`config.mk`:
```
export PLATFORM = sky130hd
export DESIGN_NAME = swm_cell
export DESIGN_NICKNAME = d
export VERILOG_FILES = /design/src/design/swm_pkg.sv /design/src/design/swm_cell.sv
export SDC_FILE = /design/constraint.sdc
export NUM_CORES = 1
export LEC_CHECK = 0
export BUFFER_PORTS_ARGS = -buffer_cell sky130_fd_sc_hd__buf_2
export CAP_MARGIN = 25
export CORE_AREA = 5 5 102 104
export CTS_CLUSTER_DIAMETER = 60
export DETAILED_ROUTE_END_ITERATION = 12
export DIE_AREA = 0 0 107 109
export PLACE_DENSITY_LB_ADDON = 0.05
export SYNTH_ARGS = -nofsm -noshare
export SYNTH_HDL_FRONTEND = slang
export SYNTH_SLANG_ARGS = --single-unit
```
`constraint.sdc`:
```
create_clock -name i_clk -period 5.6 [get_ports i_clk]
set_clock_uncertainty 0.05 [all_clocks]
set_input_delay 0.56 -clock i_clk [delete_from_list [all_inputs] [get_ports i_clk]]
set_output_delay 0.56 -clock i_clk [all_outputs]
set_load 0.1 [all_outputs]
```
`src/design/swm_pkg.sv`:
```
// swm_pkg: shared sizes, types and constants of the sliding window median filter
// used by swm_cell and sliding_window_median; depends on nothing
`timescale 1ns / 1ps

package swm_pkg;

    // window storage and sample format
    localparam int MAX_WINDOW  = 64;
    localparam int SAMPLE_BITS = 32;
    localparam int IDX_W       = $clog2(MAX_WINDOW);
    localparam int CNT_W       = $clog2(MAX_WINDOW + 1);

    // window size register
    localparam int         WS_W     = 7;
    localparam logic [6:0] WS_RESET = 7'd3;

    // one sorted entry held by a cell
    typedef struct packed {
        logic                          valid;
        logic [IDX_W-1:0]              age;
        logic signed [SAMPLE_BITS-1:0] value;
    } t_entry;

    // control broadcast to every cell
    typedef struct packed {
        logic                          load;
        logic                          clear;
        logic                          full;
        logic [IDX_W-1:0]              oldest_age;
        logic signed [SAMPLE_BITS-1:0] sample;
    } t_ctrl;

endpackage

```
`src/design/swm_cell.sv`:
```
// swm_cell: one slot of the sorted window, with the sample's age
// depends on swm_pkg; neighbors pass entries and compare flags both ways
`timescale 1ns / 1ps

module swm_cell (
    input  logic           i_clk,
    input  logic           i_rst_n,
    input  swm_pkg::t_ctrl i_ctrl,
    input  swm_pkg::t_entry i_left,
    input  logic           i_left_gt,
    input  swm_pkg::t_entry i_right,
    input  logic           i_right_gt,
    input  logic           i_rm_left,
    output swm_pkg::t_entry o_entry,
    output logic           o_gt,
    output logic           o_rm_seen
);

    logic                                  r_valid;
    logic [swm_pkg::IDX_W-1:0]             r_age;
    logic signed [swm_pkg::SAMPLE_BITS-1:0] r_value;

    swm_pkg::t_entry own;
    swm_pkg::t_entry v_cur;
    swm_pkg::t_entry v_prev;
    swm_pkg::t_entry src;
    swm_pkg::t_entry n_entry;
    logic            rm_here;
    logic            shift_l;
    logic            vg_cur;
    logic            vg_prev;

    assign own = '{valid: r_valid, age: r_age, value: r_value};

    // empty slots sort above every sample
    assign o_gt = !r_valid || ($signed(r_value) > $signed(i_ctrl.sample));

    // the oldest sample leaves once the window is full
    assign rm_here   = i_ctrl.full && r_valid && (r_age == i_ctrl.oldest_age);
    assign shift_l   = i_rm_left || rm_here;
    assign o_rm_seen = shift_l;

    // list after removal, seen at this slot and the one to the left
    assign v_cur   = shift_l   ? i_right    : own;
    assign vg_cur  = shift_l   ? i_right_gt : o_gt;
    assign v_prev  = i_rm_left ? own        : i_left;
    assign vg_prev = i_rm_left ? o_gt       : i_left_gt;

    // insertion: move right, take the new sample, or hold
    always_comb begin
        src = vg_cur ? v_prev : v_cur;
        n_entry = '{valid: src.valid,
                    age:   swm_pkg::IDX_W'(src.age + 1'b1),
                    value: src.value};
        if (vg_cur && !vg_prev) begin
            n_entry = '{valid: 1'b1, age: '0, value: i_ctrl.sample};
        end
    end

    // occupancy
    always_ff @(posedge i_clk) begin
        if (!i_rst_n || i_ctrl.clear) begin
            r_valid <= 1'b0;
        end else if (i_ctrl.load) begin
            r_valid <= n_entry.valid;
        end
    end

    // payload
    always_ff @(posedge i_clk) begin
        if (i_ctrl.load) begin
            r_age   <= n_entry.age;
            r_value <= n_entry.value;
        end
    end

    assign o_entry = own;

endmodule

```
# Word-level counts from Yosys, hierarchy flattened
# Index checks and enable logic that the tools add are counted.
# op_classes
addsub	1
n_eq_ne	2
n_lt_le_gt_ge	1
n_mux	6
n_reduce_logical	11
# ops
operator	count
39-bit two-way mux	4
32-bit greater-than comparator	1
6-bit by 1-bit adder with 6-bit output (second input constant)	1
6-bit == test	1
1-bit logical AND	3
1-bit zero test	3
1-bit logical OR	3
3-bit by 2-bit != test with 1-bit output (second input constant)	1
3-bit AND reduction	1
3-bit nonzero test	1
1-bit two-way mux	2
# word_totals
ff_bits	39
out_inout_bits	41

# Logic depth before layout (Yosys ltp)
# Gate-level depths: netlist of run 1.
# depth
ltp_word	7
mapped_depth	15
ltp_nobuf	15

# Worst setup path before layout of run 1
# No wires, ideal clock.
# synth_path
kind	register -> register
from	register r_value[23] in the netlist's numbering
to	register r_value[0] in the netlist's numbering (enable)
arrival_ns	4.275
n_path_buf	1
path_slack_ns	0.884
t_required_ns	5.159
setup_ns	0.391
stages_incl_launch_ff	10
period_less_slack_ns	4.716
path_cell_list	edfxtp_1 -> ha_1 -> a21oi_1 -> o21ai_1 -> a221o_1 -> o31ai_2 -> nand3_2 -> o32ai_2 -> buf_2 -> o21a_1
# synth_between
elab_chain_cells	7
word_cells_on_any_way	9
# synth_rtl
item	line_no	source
start, declared	swm_cell.sv:21	logic signed [swm_pkg::SAMPLE_BITS-1:0] r_value;
start signal, assigned	swm_cell.sv:73	r_value <= n_entry.value;
32-bit greater-than comparator (*)	swm_cell.sv:36	assign o_gt = !r_valid || ($signed(r_value) > $signed(i_ctrl.sample));
1-bit logical OR (*)	swm_cell.sv:36	
named net o_gt	swm_cell.sv:15	output logic o_gt,
1-bit two-way mux	swm_cell.sv:47	assign vg_prev = i_rm_left ? o_gt : i_left_gt;
1-bit zero test	swm_cell.sv:55	if (vg_cur && !vg_prev) begin
1-bit logical AND	swm_cell.sv:55	
3-bit by 2-bit != test with 1-bit output (no line) / 3-bit nonzero test (equally long branches)	n/a	
3-bit AND reduction (no line) (*)	n/a	
# Mark *: on every way through the listed nets, which the timed path passes. The rest lies on a longest branch.
# A chain may end at the register's enable or synchronous reset.

# Worst setup path after layout of run 1
# layout_path
from	register r_value[14] in the netlist's numbering
to	register r_value[23] in the netlist's numbering (enable)
# layout_between
elab_chain_cells	7
word_cells_on_any_way	9
# layout_rtl
item	line_no
32-bit greater-than comparator (*)	swm_cell.sv:36
1-bit logical OR (*)	swm_cell.sv:36
1-bit two-way mux	swm_cell.sv:47
1-bit zero test	swm_cell.sv:55
1-bit logical AND	swm_cell.sv:55
3-bit by 2-bit != test with 1-bit output (no line) / 3-bit nonzero test (equally long branches)	n/a
3-bit AND reduction (no line) (*)	n/a
# Every way passes the cells marked *; elsewhere a longest branch is shown, timed or not.

==> results.yml, run 1 <==
routing:
  ant_nets: 0
  drc_errors: 0
  first_iter_violations: 145
  post_drt_wl_per_cell_microns: 16.0
  detail_route.vias_per_cell: 5.09
  routed-via-count: 3139
  routed_wl_microns: 9890
  drtPass1Iterations: 4
synth:
  netlist_area_sq_um: 3180
  yosysUniqueCellTypes: 57
  synthesis.nets: 500
  postSynthCellCount: 343
  yosys_warnings: 0
  synth_edf_count: 38
  synth-seq-cells: 39
  avgSynthCellArea_sq_um: 9.27
  synth_top_area_share_pct: 35.9
  synth_area_leader_cell: "edfxtp_1"
  async_flop_share_pct: 0
  synth_area_leaders: "edfxtp_1, ha_1, a22oi_1, nand2_1, inv_1"
  ys.flop_type: "edfxtp_1"
  ys_seq_area_share_pct: 36.5
sta:
  min_period_over_period_pct: 69.8
  worst_pin_slew_ns: 0.826
  setup_viol: 0
  slew_violations: 0
  layout_setup_ws_ns: 1.69
  fin_crit_ns: 3.91
  relSlewSlack_pct: 44.9
  rsz0062_at_grt: "false"
  timing.setup.tns_ns: 0
  fmax_ghz: 0.256
  hold_violations: 0
clocking:
  cts_resized: 0
  post_cts_buffers: 0
  clk_root_buffer_cell: "clkbuf_8"
  cts_made_buffers: 5
  htree_levels: 2
  cts_buffer_depth: 2
  clk-insertion-delay-late_ns: 0.29
  clock_sinks: 39
  clkTransAtPathRegs_ns: 0.08
  cts-hold-fix-buffers: 0
  tritoncts: "yes"
global_routing:
  grt_pass1_wl_microns: 15200
  grt_max_degree: 44
  antenna_found_initial: 0
  grt-ovfl-total: 0
  first_global_vias: 3171
  globalRouteTotalUtil_pct: 16.6
placed_design:
  place_ws_ns: 1.36
  hpwl_microns: 7940
  io_buffers: 164
  gp_congestion: 0.803
  dpl_cell_area_sq_um: 4120
  dp.cells: 608
floorplanning:
  die_area_sq_um: 11700
  die_h_microns: 109
  core_sq_um: 9460
  die_w_microns: 107
  initial_core_util_pct: 33.6
  pin_count: 165
  rows: 36
finish:
  fill_cells: 1020
  final_common_cell: "buf_2"
  design_area_sq_um: 4230
  final_cell_mix: "buf_2, nand2_1, inv_1, edfxtp_1, ha_1"
  syn_to_final_growth_pct: 33.0
  nets: 659
  n_antenna_cell: 0
  layoutNonFillerInstCount: 617
  drive_gt1_share_pct: 38.8
worst_setup_path:
  cp.required_ns: 5.47
  critPathMaxFanout: 43
  startpoint_type: "flip-flop"
  endpoint_kind: "flip-flop"
  criticalPathCategory: "flip-flop to flip-flop"
  cp.arrival_ns: 3.78
min_path:
  hold_path.class: "input port to flip-flop"
power:
  vdd_ir_drop_max_mv: 0.111
  power.density_nw_per_um2: 236
  leakagePower_nw: 2.01
job:
  maxCapViolCount: 0
status:
  outcome: "finished, final reports clean"
==> cell type report <==
class                   instances  area (sq um)  share of cell area, %
clock buffers                   7          76.3                   1.81
clock inverters                 1          5.00                  0.118
inverters                      38           143                   3.37
multi-input cells             250          1830                   43.3
flip-flops and latches         39          1160                   27.5
well taps                     114           143                   3.37
repair buffers                168           871                   20.6
==> through the flow <==
| step | hold WS [ns] | util, % | power (W) |
|---|---|---|---|
| 2_1_floorplan | 0.541 | - | 0.000694 |
| 3_3_place_gp | 0.632 | 43.5 | 0.000808 |
| 3_5_place_dp | 0.650 | 43.5 | 0.000812 |
| 4_1_cts | 0.372 | 44.4 | 0.00101 |
| 5_1_grt | 0.362 | 44.7 | 0.00106 |
| 6_report | 0.387 | 44.7 | 0.000996 |
==> cells in the mapped netlist, drive strengths merged, types with 7 or more instances <==
master	count
xor2	7
nand2	43
inv	38
clkbuf	11
a21oi	21
nand4	10
nor2	10
o21ai	35
a22oi	32
nand3	7
ha	33
edfxtp	38
==> metal layers <==
metal	track usage [%]	up-vias	share of wire [%]
met1	21.0	1428	43
met4	3.29	0	0.77
met2	29.0	103	50
met5	0	-	0
met3	3.97	7	6.3
li1	-	1601	-
==> critical path, cell delays in order, from the launching register on <==
cell	delay (ns)
edfxtp_1	0.41
ha_1	0.34
nand4_1	0.21
nor4_1	0.10
a21oi_1	0.41
o31ai_2	0.22
nand3_2	0.20
a21oi_1	0.10
o32ai_4	0.31
buf_4	0.41
o21a_2	0.76
==> kinds of logic after synthesis <==
kind of cell / share of synthesized area (%)
xor gates and xnor gates: 2.48
adders and majority gates: 13.0
AOI/OAI and AO/OA: 27.2
DFF: 36.5
and+or+nand+nor: 14.2
buffers and inverters: 6.65
==> state kept, by name (all words and copies together) (netlist names) <==
register	cells
r_value	32
r_valid	1
r_age	6
==> report_power, final <==
group / internal, W / switching (W)
sequential: 0.000355 / 0.0000182
combinational: 0.000119 / 0.000313
clock: 0.0000877 / 0.000104
total: 0.000561 / 0.000435
==> path summary, 6_finish.rpt <==
path | to | startpoint | depth (start not counted) | slack, ns
setup / recovery | r_value[23] | r_value[14] | 10 | 1.69
hold reg to reg | r_valid | r_valid | 2 | 0.67
setup reg to reg | r_value[23] | r_value[14] | 10 | 1.69
hold / removal | r_valid | i_ctrl[39] | 2 | 0.39
(Power assumes the default switching activity.)
==> inputs of run 2 (changes only) <==
==> constraint.sdc (replaced) <==
create_clock -name i_clk -period 3.95 [get_ports i_clk]
set_clock_uncertainty 0.05 [all_clocks]
set_input_delay 0.395 -clock i_clk [delete_from_list [all_inputs] [get_ports i_clk]]
set_output_delay 0.395 -clock i_clk [all_outputs]
set_load 0.1 [all_outputs]
==> results.yml, run 2 (synthesis results as in run 1) <==
routing:
  drtPass1Iterations: 4
  routed_wl_microns: 9750
  top_layer: "met4"
  first_iter_violations: 119
  drc_errors: 0
  routed-via-count: 3101
  detail_route.vias_per_cell: 4.99
  drt-met1-wl_microns: 4360
  ant_nets: 0
  dr_wl_met3_microns: 592
  post_drt_wl_per_cell_microns: 15.7
  met2_length_microns: 4730
global_routing:
  first_global_vias: 3175
  antenna_found_initial: 0
  grt_max_degree: 40
  grt-ovfl-total: 0
  grt_pass1_wl_microns: 15300
  globalRouteTotalUtil_pct: 16.5
placed_design:
  io_buffers: 164
  gp_congestion: 0.804
  hpwl_microns: 7920
  dp.cells: 614
finish:
  reg.largest.list: "r_value (32), r_age (6), r_valid (1)"
  final-seq-area_sq_um: 1160
  n_antenna_cell: 0
  top_register: "r_value"
  layoutNonFillerInstCount: 621
  multi_input_area_sq_um: 1850
  drive_gt1_share_pct: 39.8
  nets: 664
  fill_cells: 932
  syn_to_final_growth_pct: 34.9
  largest_reg_flops: 32
  final_common_cell: "buf_2"
  final_cell_mix: "buf_2, nand2_1, inv_1, edfxtp_1, ha_1"
sta:
  min_period_over_period_pct: 91.0
  slew_violations: 0
  hold_slack_ns: 0.212
  fin_crit_ns: 3.60
  rsz0062_at_grt: "false"
  timing.setup.tns_ns: 0
  relSlewSlack_pct: 49.6
  worst_pin_slew_ns: 0.756
  hold_violations: 0
  fmax_ghz: 0.278
  setup_viol: 0
power:
  internal_power_w: 0.000858
  netSwitchingPower_w: 0.000624
  p_clk_share_pct: 22.9
  leakagePower_nw: 2.03
  power_frac_comb_pct: 41.5
  power.share.switching_pct: 42.1
  vdd_ir_drop_max_mv: 0.134
  seqPwrFrac_pct: 35.6
  power.density_nw_per_um2: 346
worst_setup_path:
  crit_path_max_incr_delay_ns: 0.48
  cp_num_buf_inv: 1
  r2r_start: "r_value[7]"
  criticalPathCategory: "flip-flop to flip-flop"
  cp.arrival_ns: 3.59
  reg2reg_to: "r_age[4]"
  crit_path_top_delay_cell: "nor4_1"
  cp.required_ns: 3.94
  endpoint_kind: "flip-flop"
  cp_top_family: "simple AND/OR/NAND/NOR gates"
  crit_path_cell_trace: "ha_1 -> nand4_1 -> nor4_1 -> a21oi_1 -> o311ai_4 -> and2_1 -> a31o_2 -> o22ai_1 -> nor2_1 -> ha_1 -> inv_1 -> a2111oi_4 -> xor2_1 -> nor2_1"
  critPathMaxFanout: 3
  rrSetupSlack_ns: 0.35
  startpoint_type: "flip-flop"
  reg2regPathDepth: 14
floorplanning:
  die_w_microns: 107
  pin_count: 165
  die_h_microns: 109
  rows: 36
  die_area_sq_um: 11700
  core_sq_um: 9460
  initial_core_util_pct: 33.6
clocking:
  tritoncts: "yes"
  cts_buffer_depth: 2
  clk-insertion-delay-late_ns: 0.29
  htree_levels: 2
  post_cts_buffers: 0
  clock_sinks: 39
  clkTransAtPathRegs_ns: 0.09
  clk_root_buffer_cell: "clkbuf_8"
  cts_resized: 0
  cts-hold-fix-buffers: 0
  cts_made_buffers: 5
min_path:
  holdPathEnd: "r_valid"
  whs_path_depth: 2
  hold_path.class: "input port to flip-flop"
  hold_path.startpoint: "i_ctrl[39]"
job:
  maxCapViolCount: 0
status:
  outcome: "finished, final reports clean"
## run 2: cell count changes in the layout (fill, tap and decap cells not counted), sizes merged
| cell | before | now |
|---|---|---|
| clkinvlp | 0 | 1 |
| bufinv | 0 | 1 |
| buf | 168 | 173 |
| clkbuf | 7 | 5 |
| clkinv | 1 | 0 |
## run 2: routing by layer
metal | vias up | track usage, %
li1 | 1607 | -
met1 | 1400 | 21.6
met2 | 89 | 28.1
met3 | 5 | 3.85
met4 | 0 | 3.01
met5 | - | 0
## run 2: how the worst max path moves through the flow
stage | from | slack (ns) | cells after the start | end
finish | r_value[7] | 0.35 | 14 | r_age[4]
floorplan | r_value[23] | 0.01 | 10 | r_value[0]
global route | r_value[7] | 0.06 | 14 | r_age[4]
detailed placement | i_ctrl[11] | 0.32 | 16 | r_age[4]
global placement | i_ctrl[7] | 0.36 | 16 | r_age[4]
CTS | r_value[7] | 0.36 | 14 | r_age[4]
## run 2: power groups by stage
stage / Combinational, W / Clock [W] / Sequential [W]
after floorplan: 0.000213 / 0 / 0.000774
after global placement: 0.000618 / 0 / 0.000537
after detailed placement: 0.000619 / 0 / 0.000537
after CTS: 0.000622 / 0.000352 / 0.000528
after global routing: 0.000665 / 0.000365 / 0.000533
final: 0.000615 / 0.000340 / 0.000528
## run 2: per-stage QoR
| stage | total power, W | setup WS [ns] | util, % | cell area [sq um] |
|---|---|---|---|---|
| after floorplan | 0.000988 | 0.0112 | - | 3210 |
| after global placement | 0.00116 | 0.360 | 44.2 | 4180 |
| after detailed placement | 0.00116 | 0.317 | 44.2 | 4180 |
| after CTS | 0.00150 | 0.359 | 45.3 | 4290 |
| after global routing | 0.00156 | 0.0601 | 45.3 | 4290 |
| final | 0.00148 | 0.355 | 45.3 | 4290 |
## run 2: area by class of cell
type                            count  share of cell area (%)
Multi-Input combinational cell    250                    43.1
Clock inverter                      2                   0.875
Timing Repair Buffer              173                    20.7
Clock buffer                        5                    1.60
Sequential cell                    39                    27.1
Tap cell                          114                    3.33
Inverter                           38                    3.33
==> inputs of run 3 (changes only) <==
--- a/config.mk
+++ b/config.mk
@@ -7,10 +7,10 @@
 export LEC_CHECK = 0
 export BUFFER_PORTS_ARGS = -buffer_cell sky130_fd_sc_hd__buf_2
 export CAP_MARGIN = 25
-export CORE_AREA = 5 5 102 104
+export CORE_AREA = 5 5 77 114
 export CTS_CLUSTER_DIAMETER = 60
 export DETAILED_ROUTE_END_ITERATION = 12
-export DIE_AREA = 0 0 107 109
+export DIE_AREA = 0 0 82 119
 export PLACE_DENSITY_LB_ADDON = 0.05
 export SYNTH_ARGS = -nofsm -noshare
 export SYNTH_HDL_FRONTEND = slang
==> results.yml, run 3 (synthesis results as in run 1) <==
finish:
  reg.largest.list: "r_value (32), r_age (6), r_valid (1)"
  final_cell_mix: "buf_2, nand2_1, inv_1, edfxtp_1, ha_1"
  syn_to_final_growth_pct: 34.3
  n_antenna_cell: 0
  layoutNonFillerInstCount: 605
  nets: 659
  final_common_cell: "buf_2"
  top_register: "r_value"
  largest_reg_flops: 32
  drive_gt1_share_pct: 39.0
worst_setup_path:
  cp.arrival_ns: 3.62
  cp.required_ns: 3.92
  reg2reg_to: "r_age[4]"
  reg2regPathDepth: 14
  r2r_start: "r_value[27]"
  startpoint_type: "flip-flop"
  rrSetupSlack_ns: 0.30
  endpoint_kind: "flip-flop"
  criticalPathCategory: "flip-flop to flip-flop"
  critPathMaxFanout: 4
placed_design:
  io_buffers: 164
  hpwl_microns: 7680
  place_ws_ns: 0.171
  gp_congestion: 0.880
  dp.cells: 597
floorplanning:
  pin_count: 165
  die_w_microns: 82
  rows: 39
  die_area_sq_um: 9760
  die_h_microns: 119
  initial_core_util_pct: 41.7
  core_sq_um: 7610
sta:
  min_period_over_period_pct: 92.4
  relSlewSlack_pct: 55.1
  setup_viol: 0
  layout_setup_ws_ns: 0.301
  fmax_ghz: 0.274
  hold_violations: 0
  worst_pin_slew_ns: 0.673
  hold_slack_ns: 0.234
  timing.setup.tns_ns: 0
  rsz0062_at_grt: "false"
  fin_crit_ns: 3.65
  slew_violations: 0
routing:
  post_drt_wl_per_cell_microns: 15.9
  first_iter_violations: 116
  detail_route.vias_per_cell: 5.21
  routed-via-count: 3151
  ant_nets: 0
  drtPass1Iterations: 4
  drc_errors: 0
  routed_wl_microns: 9610
clocking:
  clk-insertion-delay-late_ns: 0.28
  clk_root_buffer_cell: "clkbuf_16"
  cts-hold-fix-buffers: 0
  clock_sinks: 39
  tritoncts: "yes"
  cts_made_buffers: 5
  htree_levels: 2
  clkTransAtPathRegs_ns: 0.06
  cts_resized: 0
  post_cts_buffers: 0
  cts_buffer_depth: 2
power:
  netSwitchingPower_w: 0.000625
  power.density_nw_per_um2: 358
  vdd_ir_drop_max_mv: 0.188
  leakagePower_nw: 2.03
  power_frac_comb_pct: 39.7
  p_clk_share_pct: 25.6
  power.share.switching_pct: 40.9
  internal_power_w: 0.000904
  seqPwrFrac_pct: 34.6
global_routing:
  globalRouteTotalUtil_pct: 20.0
  first_global_vias: 3366
  grt-ovfl-total: 0
  grt_max_degree: 42
  grt_pass1_wl_microns: 15300
  antenna_found_initial: 0
job:
  maxCapViolCount: 0
min_path:
  hold_path.class: "input port to flip-flop"
  whs_path_depth: 2
  holdPathEnd: "r_valid"
  hold_path.startpoint: "i_ctrl[39]"
status:
  outcome: "finished, final reports clean"
==> run 3: cell count changes in the layout (fill, tap and decap cells not counted), sizes merged <==
cell      previous run  this run
buf                173       168
bufinv               1         0
clkbuf               5         7
clkinv               0         1
clkinvlp             1         0
==> run 3: layer usage <==
metal  track usage [%]  part of all wire, %  vias up  wire (microns)
met2              36.6                   52      114            5040
li1                  -                    -     1606               -
met5                 0                    0        -               0
met4              5.61                  1.1        0             102
met1              22.6                   39     1423            3730
met3              4.38                  7.8        8             746
==> run 3: area by class of cell <==
cell class                 count  area (sq um)
sequential                    39          1160
clock inverter                 1          5.00
multi-input combinational    250          1850
inverter                      38           143
tap                          102           128
fill                         751          3350
clock buffer                   7           133
timing repair buffer         168           851
==> run 3: worst max-delay path, stage by stage (launching register included) <==
cell and delay [ns]:
edfxtp_1 0.39, ha_1 0.32, nand4_1 0.23, nor2_1 0.07
a221o_1 0.33, o31ai_2 0.47, and2_1 0.29, a31o_2 0.22
o22ai_1 0.09, nor2_1 0.16, ha_1 0.21, inv_1 0.07
a2111oi_4 0.28, xor2_1 0.17, nor2_1 0.05
==> run 3: metrics by stage <==
stage | instance area (sq um) | power, W | utilization [%]
2_1_floorplan | 3210 | 0.000988 | -
3_3_place_gp | 4130 | 0.00114 | 54.2
3_5_place_dp | 4130 | 0.00115 | 54.2
4_1_cts | 4270 | 0.00155 | 56.0
5_1_grt | 4270 | 0.00161 | 56.0
6_report | 4270 | 0.00153 | 56.0
==> run 3: worst max-delay path by stage <==
| stage | start | to | slack, ns | depth (start not counted) |
|---|---|---|---|---|
| after floorplan | r_value[23] | r_value[0] | 0.01 | 10 |
| after global placement | i_ctrl[31] | r_age[4] | 0.25 | 14 |
| final | r_value[27] | r_age[4] | 0.30 | 14 |
| after detailed placement | i_ctrl[27] | r_age[4] | 0.17 | 16 |
| after global routing | r_value[14] | r_age[4] | 0.04 | 14 |
| after CTS | r_value[26] | r_age[4] | 0.28 | 14 |
==> run 3: power by group through the flow <==
| stage | combinational (W) | clock, W | sequential (W) |
|---|---|---|---|
| global route | 0.000657 | 0.000423 | 0.000534 |
| global placement | 0.000606 | 0 | 0.000537 |
| floorplan | 0.000213 | 0 | 0.000774 |
| CTS | 0.000613 | 0.000407 | 0.000531 |
| finish | 0.000608 | 0.000392 | 0.000530 |
| detailed placement | 0.000611 | 0 | 0.000539 |
